--- config.mk ---
export PLATFORM = sky130hd
export DESIGN_NAME = base64_stream_codec
export DESIGN_NICKNAME = d
export VERILOG_FILES = /design/src/b64sc_pkg.sv /design/src/base64_stream_codec.sv
export SDC_FILE = /design/constraint.sdc
export NUM_CORES = 1
export LEC_CHECK = 0
export BUFFER_PORTS_ARGS = -buffer_cell sky130_fd_sc_hd__buf_2
export CAP_MARGIN = 20
export CORE_ASPECT_RATIO = 2
export CORE_MARGIN = 2
export CORE_UTILIZATION = 58
export DETAILED_ROUTE_END_ITERATION = 8
export GPL_TIMING_DRIVEN = 0
export PLACE_DENSITY = 0.87
export SYNTH_ARGS = -nofsm -noshare
export SYNTH_HDL_FRONTEND = slang
export SYNTH_SLANG_ARGS = --single-unit
--- constraint.sdc ---
create_clock -name aclk -period 3.95 [get_ports aclk]
set_input_delay 0 -clock aclk [delete_from_list [all_inputs] [get_ports aclk]]
set_output_delay 0 -clock aclk [all_outputs]
set_load 0.1 [all_outputs]
--- src/b64sc_pkg.sv ---
package b64sc_pkg;

    localparam logic [7:0] PAD_CHAR = 8'h3D;
    localparam int         RES_DEPTH = 4;

    // Register byte addresses on the configuration port.
    localparam logic [2:0] ADDR_DECODE_MODE = 3'd0;

    typedef logic [7:0] byte_t;
    typedef logic [5:0] sextet_t;

    function automatic byte_t sextet_to_char(input sextet_t v);
        byte_t c;
        if (v < 6'd26) begin
            c = 8'h41 + {2'b00, v};
        end else if (v < 6'd52) begin
            c = 8'h61 + {2'b00, v - 6'd26};
        end else if (v < 6'd62) begin
            c = 8'h30 + {2'b00, v - 6'd52};
        end else if (v == 6'd62) begin
            c = 8'h2B;
        end else begin
            c = 8'h2F;
        end
        return c;
    endfunction

    // Anything outside the alphabet maps to zero.
    function automatic sextet_t char_to_sextet(input byte_t c);
        byte_t s;
        if (c >= 8'h41 && c <= 8'h5A) begin
            s = c - 8'h41;
        end else if (c >= 8'h61 && c <= 8'h7A) begin
            s = c - 8'h61 + 8'd26;
        end else if (c >= 8'h30 && c <= 8'h39) begin
            s = c - 8'h30 + 8'd52;
        end else if (c == 8'h2B) begin
            s = 8'd62;
        end else if (c == 8'h2F) begin
            s = 8'd63;
        end else begin
            s = 8'd0;
        end
        return s[5:0];
    endfunction

endpackage

--- src/base64_stream_codec.sv ---
// Streaming Base64 codec (standard alphabet). decode_mode at address 0 selects
// encoding of data bytes into characters (0) or decoding of characters into
// bytes (1); writing it restarts the group. Each input item is worked out in
// the cycle it is accepted and its results are loaded into a four-entry
// result buffer that drains one item per cycle on the m_ side while m_ready
// is high. The buffer sets the rate: with m_ready high an input item is taken
// every cycle as long as each causes at most one result, so decoding runs at
// one character per cycle. In encoding every third byte gives two characters
// and a last item gives up to four, for a flush with two pad characters; a
// new item waits until the buffer is empty or its final result leaves. A last
// decode item yielding no byte gives one empty end marker with m_out_valid low.
module base64_stream_codec (
    input  logic        aclk,
    input  logic        aresetn,
    input  logic        psel,
    input  logic        penable,
    input  logic        pwrite,
    input  logic [2:0]  paddr,
    input  logic [31:0] pwdata,
    output logic [31:0] prdata,
    output logic        pready,
    input  logic        s_valid,
    output logic        s_ready,
    input  logic [7:0]  s_in_byte,
    input  logic        s_in_last,
    output logic        m_valid,
    input  logic        m_ready,
    output logic [7:0]  m_out_byte,
    output logic        m_out_valid,
    output logic        m_out_last
);

    localparam int DEPTH = b64sc_pkg::RES_DEPTH;

    logic                      mode_reg;
    logic [5:0]                carry_reg, carry_next;
    logic [1:0]                phase_reg, phase_next;
    b64sc_pkg::byte_t          byte_reg [DEPTH];
    b64sc_pkg::byte_t          byte_next [DEPTH];
    logic [DEPTH-1:0]          valid_reg, valid_next;
    logic                      last_reg;
    logic [2:0]                cnt_reg, cnt_next;

    logic cfg_write;
    logic in_fire;
    logic out_fire;

    assign pready    = 1'b1;
    assign cfg_write = psel && penable && pwrite && (paddr == b64sc_pkg::ADDR_DECODE_MODE);
    assign prdata    = (paddr == b64sc_pkg::ADDR_DECODE_MODE) ? {31'd0, mode_reg} : 32'd0;

    assign m_valid     = (cnt_reg != 3'd0);
    assign m_out_byte  = byte_reg[0];
    assign m_out_valid = valid_reg[0];
    assign m_out_last  = last_reg && (cnt_reg == 3'd1);

    assign out_fire = m_valid && m_ready;
    // Room for a new item once the buffer is empty or its final entry leaves now.
    assign s_ready  = (cnt_reg == 3'd0) || ((cnt_reg == 3'd1) && m_ready);
    assign in_fire  = s_valid && s_ready;

    // Results of the incoming item and the state it leaves.
    always_comb begin
        logic [2:0]             n;
        b64sc_pkg::byte_t       b;
        b64sc_pkg::sextet_t     s;
        b = s_in_byte;
        s = b64sc_pkg::char_to_sextet(b);
        n = 3'd0;
        carry_next = carry_reg;
        phase_next = phase_reg;
        for (int i = 0; i < DEPTH; i++) begin
            byte_next[i] = 8'd0;
        end
        valid_next = '0;

        if (!mode_reg) begin
            case (phase_reg)
                2'd1: begin
                    byte_next[0] = b64sc_pkg::sextet_to_char(carry_reg | {2'b00, b[7:4]});
                    carry_next   = {b[3:0], 2'b00};
                    phase_next   = 2'd2;
                    n            = 3'd1;
                end
                2'd2: begin
                    byte_next[0] = b64sc_pkg::sextet_to_char(carry_reg | {4'd0, b[7:6]});
                    byte_next[1] = b64sc_pkg::sextet_to_char(b[5:0]);
                    carry_next   = 6'd0;
                    phase_next   = 2'd0;
                    n            = 3'd2;
                end
                default: begin
                    byte_next[0] = b64sc_pkg::sextet_to_char(b[7:2]);
                    carry_next   = {b[1:0], 4'd0};
                    phase_next   = 2'd1;
                    n            = 3'd1;
                end
            endcase
            if (s_in_last) begin
                if (phase_next == 2'd1) begin
                    byte_next[1] = b64sc_pkg::sextet_to_char(carry_next);
                    byte_next[2] = b64sc_pkg::PAD_CHAR;
                    byte_next[3] = b64sc_pkg::PAD_CHAR;
                    n            = 3'd4;
                end else if (phase_next == 2'd2) begin
                    byte_next[1] = b64sc_pkg::sextet_to_char(carry_next);
                    byte_next[2] = b64sc_pkg::PAD_CHAR;
                    n            = 3'd3;
                end
                carry_next = 6'd0;
                phase_next = 2'd0;
            end
            for (int i = 0; i < DEPTH; i++) begin
                valid_next[i] = (3'(i) < n);
            end
        end else begin
            if (b == b64sc_pkg::PAD_CHAR) begin
                carry_next = 6'd0;
                phase_next = 2'd0;
            end else begin
                case (phase_reg)
                    2'd0: begin
                        carry_next = s;
                        phase_next = 2'd1;
                    end
                    2'd1: begin
                        byte_next[0] = {carry_reg, s[5:4]};
                        carry_next   = {2'b00, s[3:0]};
                        phase_next   = 2'd2;
                        n            = 3'd1;
                    end
                    2'd2: begin
                        byte_next[0] = {carry_reg[3:0], s[5:2]};
                        carry_next   = {4'd0, s[1:0]};
                        phase_next   = 2'd3;
                        n            = 3'd1;
                    end
                    default: begin
                        byte_next[0] = {carry_reg[1:0], s};
                        carry_next   = 6'd0;
                        phase_next   = 2'd0;
                        n            = 3'd1;
                    end
                endcase
            end
            valid_next[0] = (n != 3'd0);
            if (s_in_last) begin
                // An empty end marker carries the last flag when no byte came out.
                n          = 3'd1;
                carry_next = 6'd0;
                phase_next = 2'd0;
            end
        end
        cnt_next = n;
    end

    always_ff @(posedge aclk) begin
        if (!aresetn) begin
            mode_reg  <= 1'b0;
            carry_reg <= 6'd0;
            phase_reg <= 2'd0;
            cnt_reg   <= 3'd0;
            valid_reg <= '0;
            last_reg  <= 1'b0;
        end else begin
            if (cfg_write) begin
                mode_reg  <= pwdata[0];
                carry_reg <= 6'd0;
                phase_reg <= 2'd0;
            end else if (in_fire) begin
                carry_reg <= carry_next;
                phase_reg <= phase_next;
            end

            if (in_fire) begin
                cnt_reg   <= cnt_next;
                valid_reg <= valid_next;
                last_reg  <= s_in_last;
            end else if (out_fire) begin
                cnt_reg   <= cnt_reg - 3'd1;
                valid_reg <= {1'b0, valid_reg[DEPTH-1:1]};
            end
        end
    end

    always_ff @(posedge aclk) begin
        if (in_fire) begin
            for (int i = 0; i < DEPTH; i++) begin
                byte_reg[i] <= byte_next[i];
            end
        end else if (out_fire) begin
            for (int i = 0; i < DEPTH - 1; i++) begin
                byte_reg[i] <= byte_reg[i+1];
            end
            byte_reg[DEPTH-1] <= 8'd0;
        end
    end

endmodule

**Yosys cells after proc, flatten, opt, wreduce, memory -nomap -nowiden**

Memories as Yosys holds them, arrays and structs flattened.
Index checks and enable logic that the tools add are counted.

- Add/subtract/negate cells: 31
- Order comparisons: 25
- Equal/unequal tests: 13
- Mux-type cells: 75
- Bitwise operators: 7
- Reduce and logical (&&, ||, !) cells: 18

Operators with widths:

| kind | number |
|---|---|
| 2-to-1 mux 8 bit | 18 |
| adder 7 x 6 -> 8 bit (first input constant) | 10 |
| 2-to-1 mux 6 bit | 11 |
| < comparator 6 bit (second input constant) | 10 |
| 2-to-1 mux 24 bit | 2 |
| 2-to-1 mux 3 bit | 15 |
| subtractor 6 bit (second input constant) | 7 |
| adder 6 x 6 -> 7 bit (first input constant) | 5 |
| 2-to-1 mux 16 bit | 2 |
| == test 6 bit (second input constant) | 5 |
| < comparator 6 x 5 -> 1 bit (second input constant) | 5 |
| subtractor 6 x 5 -> 6 bit (second input constant) | 5 |
| 2-to-1 mux 7 bit | 4 |
| == test 8 x 6 -> 1 bit (second input constant) | 3 |
| one-hot mux 8 bit (3 select lines) | 1 |
| one-hot mux 6 bit (3 select lines) | 1 |
| >= comparator 8 x 7 -> 1 bit (second input constant) | 2 |
| <= comparator 8 x 7 -> 1 bit (second input constant) | 2 |
| one-hot mux 8 bit (2 select lines) | 1 |
| 2-to-1 mux 2 bit | 6 |
| one-hot mux 6 bit (2 select lines) | 1 |
| logical AND 1 bit | 10 |
| 2-to-1 mux 1 bit | 9 |
| >= comparator 8 x 6 -> 1 bit (second input constant) | 1 |
| 23 further kinds | 33 |

- Register bits after elaboration: 17
- Memory bits (writable): 32
- Bits of input ports: 51
- Output and inout port bits: 45
- Word-level logic and storage cells: 176
- Memories kept: 1

Memories:

| memory | words | width | rd ports | clocked after memory_dff | wr ports | RTL line | RTL |
|---|---|---|---|---|---|---|---|
| byte_reg | 4 | 8 | 4 | 0 | 4 | base64_stream_codec.sv:38 | `b64sc_pkg::byte_t byte_reg [DEPTH];` |

**Logic depth before layout (Yosys ltp)**

- Word-level depth: 13
- Mapped depth: 12
- Mapped depth without buffers: 11

**Least setup slack after synthesis**

No wires, ideal clock.

- Path type: reg-to-reg
- Start: register cnt_reg[1]
- End: register carry_reg[1]
- Setup time: 0.071 ns
- Arrival time: 3.154 ns
- Data required time: 3.879 ns
- Slack: 0.724 ns
- Cell stages (with the launch flop): 10
- Path buffers: 0
- Period minus slack after synthesis: 3.226 ns
- Path through: dfxtp_1 -> inv_1 -> ha_1 -> a21oi_1 -> nor2_1 -> nand2_1 -> nor2_1 -> o311ai_0 -> a211o_1 -> a21oi_1

- Longest elaborated chain between the ends: 4
- Elaborated cells between the ends (all ways): 5
- Classes of those cells: 1 x eq/ne; 4 x reduce/logical

Ends and longest elaborated chain:

| item | RTL line | RTL |
|---|---|---|
| start, declared | base64_stream_codec.sv:42 | `logic [2:0] cnt_reg, cnt_next;` |
| start signal, assigned | base64_stream_codec.sv:176 | `cnt_reg <= cnt_next;` |
| start signal, assigned | base64_stream_codec.sv:180 | `cnt_reg <= cnt_reg - 3'd1;` |
| == test 3 x 1 -> 1 bit | base64_stream_codec.sv:59 | `assign s_ready = (cnt_reg == 3'd0) \|\| ((cnt_reg == 3'd1) && m_ready);` |
| logical AND 1 bit | base64_stream_codec.sv:59 |  |
| logical OR 1 bit (*) | base64_stream_codec.sv:59 |  |
| net s_ready | base64_stream_codec.sv:23 | `output logic s_ready,` |
| logical AND 1 bit (*) | base64_stream_codec.sv:60 | `assign in_fire = s_valid && s_ready;` |
| end signal, assigned | base64_stream_codec.sv:171 | `carry_reg <= carry_next;` |
| end, declared | base64_stream_codec.sv:36 | `logic [5:0] carry_reg, carry_next;` |

The timed path passes the listed nets; every way through them passes the cells marked *.
A chain may end at the register's enable or synchronous reset.

==> results_dict.tcl <==
set metrics [dict create \
    cts_buffers 5 \
    drc_errors 0 \
    design.final.nets 874 \
    irDropWorstVdd_mv 0.3809 \
    die_w_um 70.73 \
    clock_sink_count 35 \
    layout_common_cells "nand2_1 (78), ha_1 (56), a21oi_1 (53)" \
    slew_viol_final 0 \
    drt_iter0_drc 628 \
    powerDensity_nw_per_um2 507.7 \
    max_freq_mhz 278.7 \
    dr.pass1.iters 6 \
    synth_top_area_share_pct 13.57 \
    grt_max_degree 23 \
    synth_cell_types 78 \
    synth_cells 696 \
    drive_gt1_share_pct 13.15 \
    cts_setup_buffers 0 \
    gp_congestion 1.026 \
    cts_tree "built" \
    wire_per_inst_um 20.89 \
    final_common_cell "nand2_1" \
    ys_top_cells_by_area "ha_1 (14%), edfxtp_1 (10%), dfxtp_1 (6.6%), xnor2_1 (5.8%), nand2_1 (5.7%)" \
    setup_viol 0 \
    clk_pin_slew_worst_paths_ns 0.06 \
    synth_area_um2 5165 \
    grt_pass1_wl_um 27660 \
    vias 5685 \
    rsz0062_at_grt "no" \
    tightest_slew_ns 0.8433 \
    yosysSeqAreaShare_pct 17.05 \
    core-area_um2 8648 \
    cap_violations 0 \
    synth_area_leader_cell "ha_1" \
    root_buffer "clkbuf_16" \
    htree_levels 2 \
    yosys_warnings 0 \
    final_antenna_net_count 0 \
    worst_setup_path_start_kind "flip-flop" \
    setup_tns_ns 0 \
    num_antenna_cells 0 \
    track_usage_pct 36.36 \
    finalClockSkew_ns 0.004139 \
    endpoint_kind "flip-flop" \
    hpwl_um 14530 \
    cp_max_fo 10 \
    worstPathRequired_ns 3.97 \
    period_needed_ns 3.588 \
    p_leak_uw 0.002407 \
    hp-class "input port to flip-flop" \
    utilization_pct 66.54 \
    relSlewSlack_pct 43.72 \
    ys_seq_elements 35 \
    synth_edf_count 18 \
    hold_violations 0 \
    largest_reg_flops 18 \
    syn_to_final_growth_pct 11.41 \
    path_class "flip-flop to flip-flop" \
    initial_core_util_pct 59.72 \
    multiInputGateArea_um2 3846 \
    seqCellArea_um2 880.8 \
    cts_buffer_depth 2 \
    synth.avg_cell_area_um2 7.421 \
    std_cell_rows 48 \
    routed_wirelength_um 18130 \
    post-route-period-util_pct 90.85 \
    crit_arrival_ns 3.60 \
    synthArstFlopShare_pct 0 \
    port_buffers 32 \
    final.fill_count 766 \
    insertion_delay_ns 0.28 \
    grt_overflow_total 0 \
    status "completed" \
    fp.dieH_um 137.5 \
    top_level_ports 96 \
    die_area_um2 9722 \
    synth_flop_cell "edfxtp_1" \
    antenna_found_initial 0 \
    vias_per_cell 6.550 \
    grt_pass1_vias 5408 \
]
## worst paths after layout
check	from	to	slack, ns	cells after the start
worst max-delay path	phase_reg[0]	byte_reg[1][5]	0.36	10
worst min-delay path	m_ready	cnt_reg[2]	0.06	4
worst max register to register	phase_reg[0]	byte_reg[1][5]	0.36	10
worst min register to register	last_reg	last_reg	0.47	2
## metal layers
| layer | GRT usage, % | part of all wire (%) |
|---|---|---|
| met5 | 0 | 0 |
| met4 | 26.00 | 8.4 |
| met3 | 3.584 | 5.4 |
| met2 | 69.11 | 52 |
| met1 | 35.52 | 34 |
## metrics by stage
| stage | setup slack [ns] | std cells | total power [uW] | hold WS, ns | cell area [um^2] |
|---|---|---|---|---|---|
| 3_5_place_dp | 0.2859 | 858 | 2454 | 0.2590 | 5563 |
| 6_report | 0.3616 | 868 | 2922 | 0.06018 | 5754 |
| 4_1_cts | 0.2605 | 868 | 2895 | 0.06344 | 5752 |
| 2_1_floorplan | 0.7244 | 726 | 2056 | 0.1334 | 5278 |
| 5_1_grt | 0.1258 | 868 | 3056 | 0.08822 | 5754 |
| 3_3_place_gp | 0.3345 | 858 | 2425 | 0.2417 | 5563 |
## cells by family after synthesis
| logic type | Yosys count | synth area share, % |
|---|---|---|
| buffers and inverters | 107 | 10.71 |
| DFF | 35 | 17.05 |
| and+or+nand+nor | 227 | 20.88 |
| other | 2 | 0.1454 |
| AOI/OAI and AO/OA | 214 | 28.00 |
| adders and majority gates | 56 | 13.57 |
| muxes | 9 | 1.841 |
| xor gates and xnor gates | 46 | 7.800 |
## final cells by class
type | count | area share [%]
Tap cell | 100 | 2.174
Sequential cell | 35 | 15.31
Buffer | 69 | 7.045
Inverter | 38 | 2.566
Timing Repair Buffer | 34 | 3.131
Clock buffer | 7 | 2.848
Clock inverter | 1 | 0.08698
Multi-Input combinational cell | 584 | 66.84
## worst max-delay path, cell delays in order (launching register included)
cell and delay, ns:
dfxtp_1 0.42, inv_1 0.12, ha_1 0.30, clkbuf_1 0.43
nand2_1 0.28, nor2_2 0.33, inv_1 0.08, ha_1 0.26
nor3_1 0.51, a2111oi_0 0.21, a311o_1 0.38
## where the power goes
group | internal, uW | switching [uW] | leakage (uW) | total [uW]
sequential | 574 | 69.1 | 0.000319 | 643
clock | 288 | 153 | 0.0000850 | 441
combinational | 439 | 1400 | 0.00200 | 1840
total | 1300 | 1620 | 0.00241 | 2920
## synthesized netlist by cell type (5+ instances only)
cell type and n:
dfxtp_1 17, nor2b_1 8, nand2_1 78, o22ai_1 5, or2_2 5, o211ai_1 12
xor2_1 12, edfxtp_1 18, xnor2_1 34, buf_4 32, o221ai_1 8, a21oi_1 53
clkbuf_1 24, nand4_1 8, nor2_1 51, a31oi_1 6, o21ai_0 44, ha_1 56
a311oi_1 5, buf_2 9, inv_1 33, nand3_1 19, and2_1 6, nor3_1 20
o21ai_1 9, nand3b_1 6, mux2i_1 7, nor4_1 5, a22oi_1 5, a211oi_1 10
## what timing repair did
item,4_1_cts,5_1_grt
endpoints found under the setup margin,0,1
hold buffers,2,0
gates resized for setup,0,1
endpoints found under the hold margin,2,0
Power figures use the tool's default switching activity.
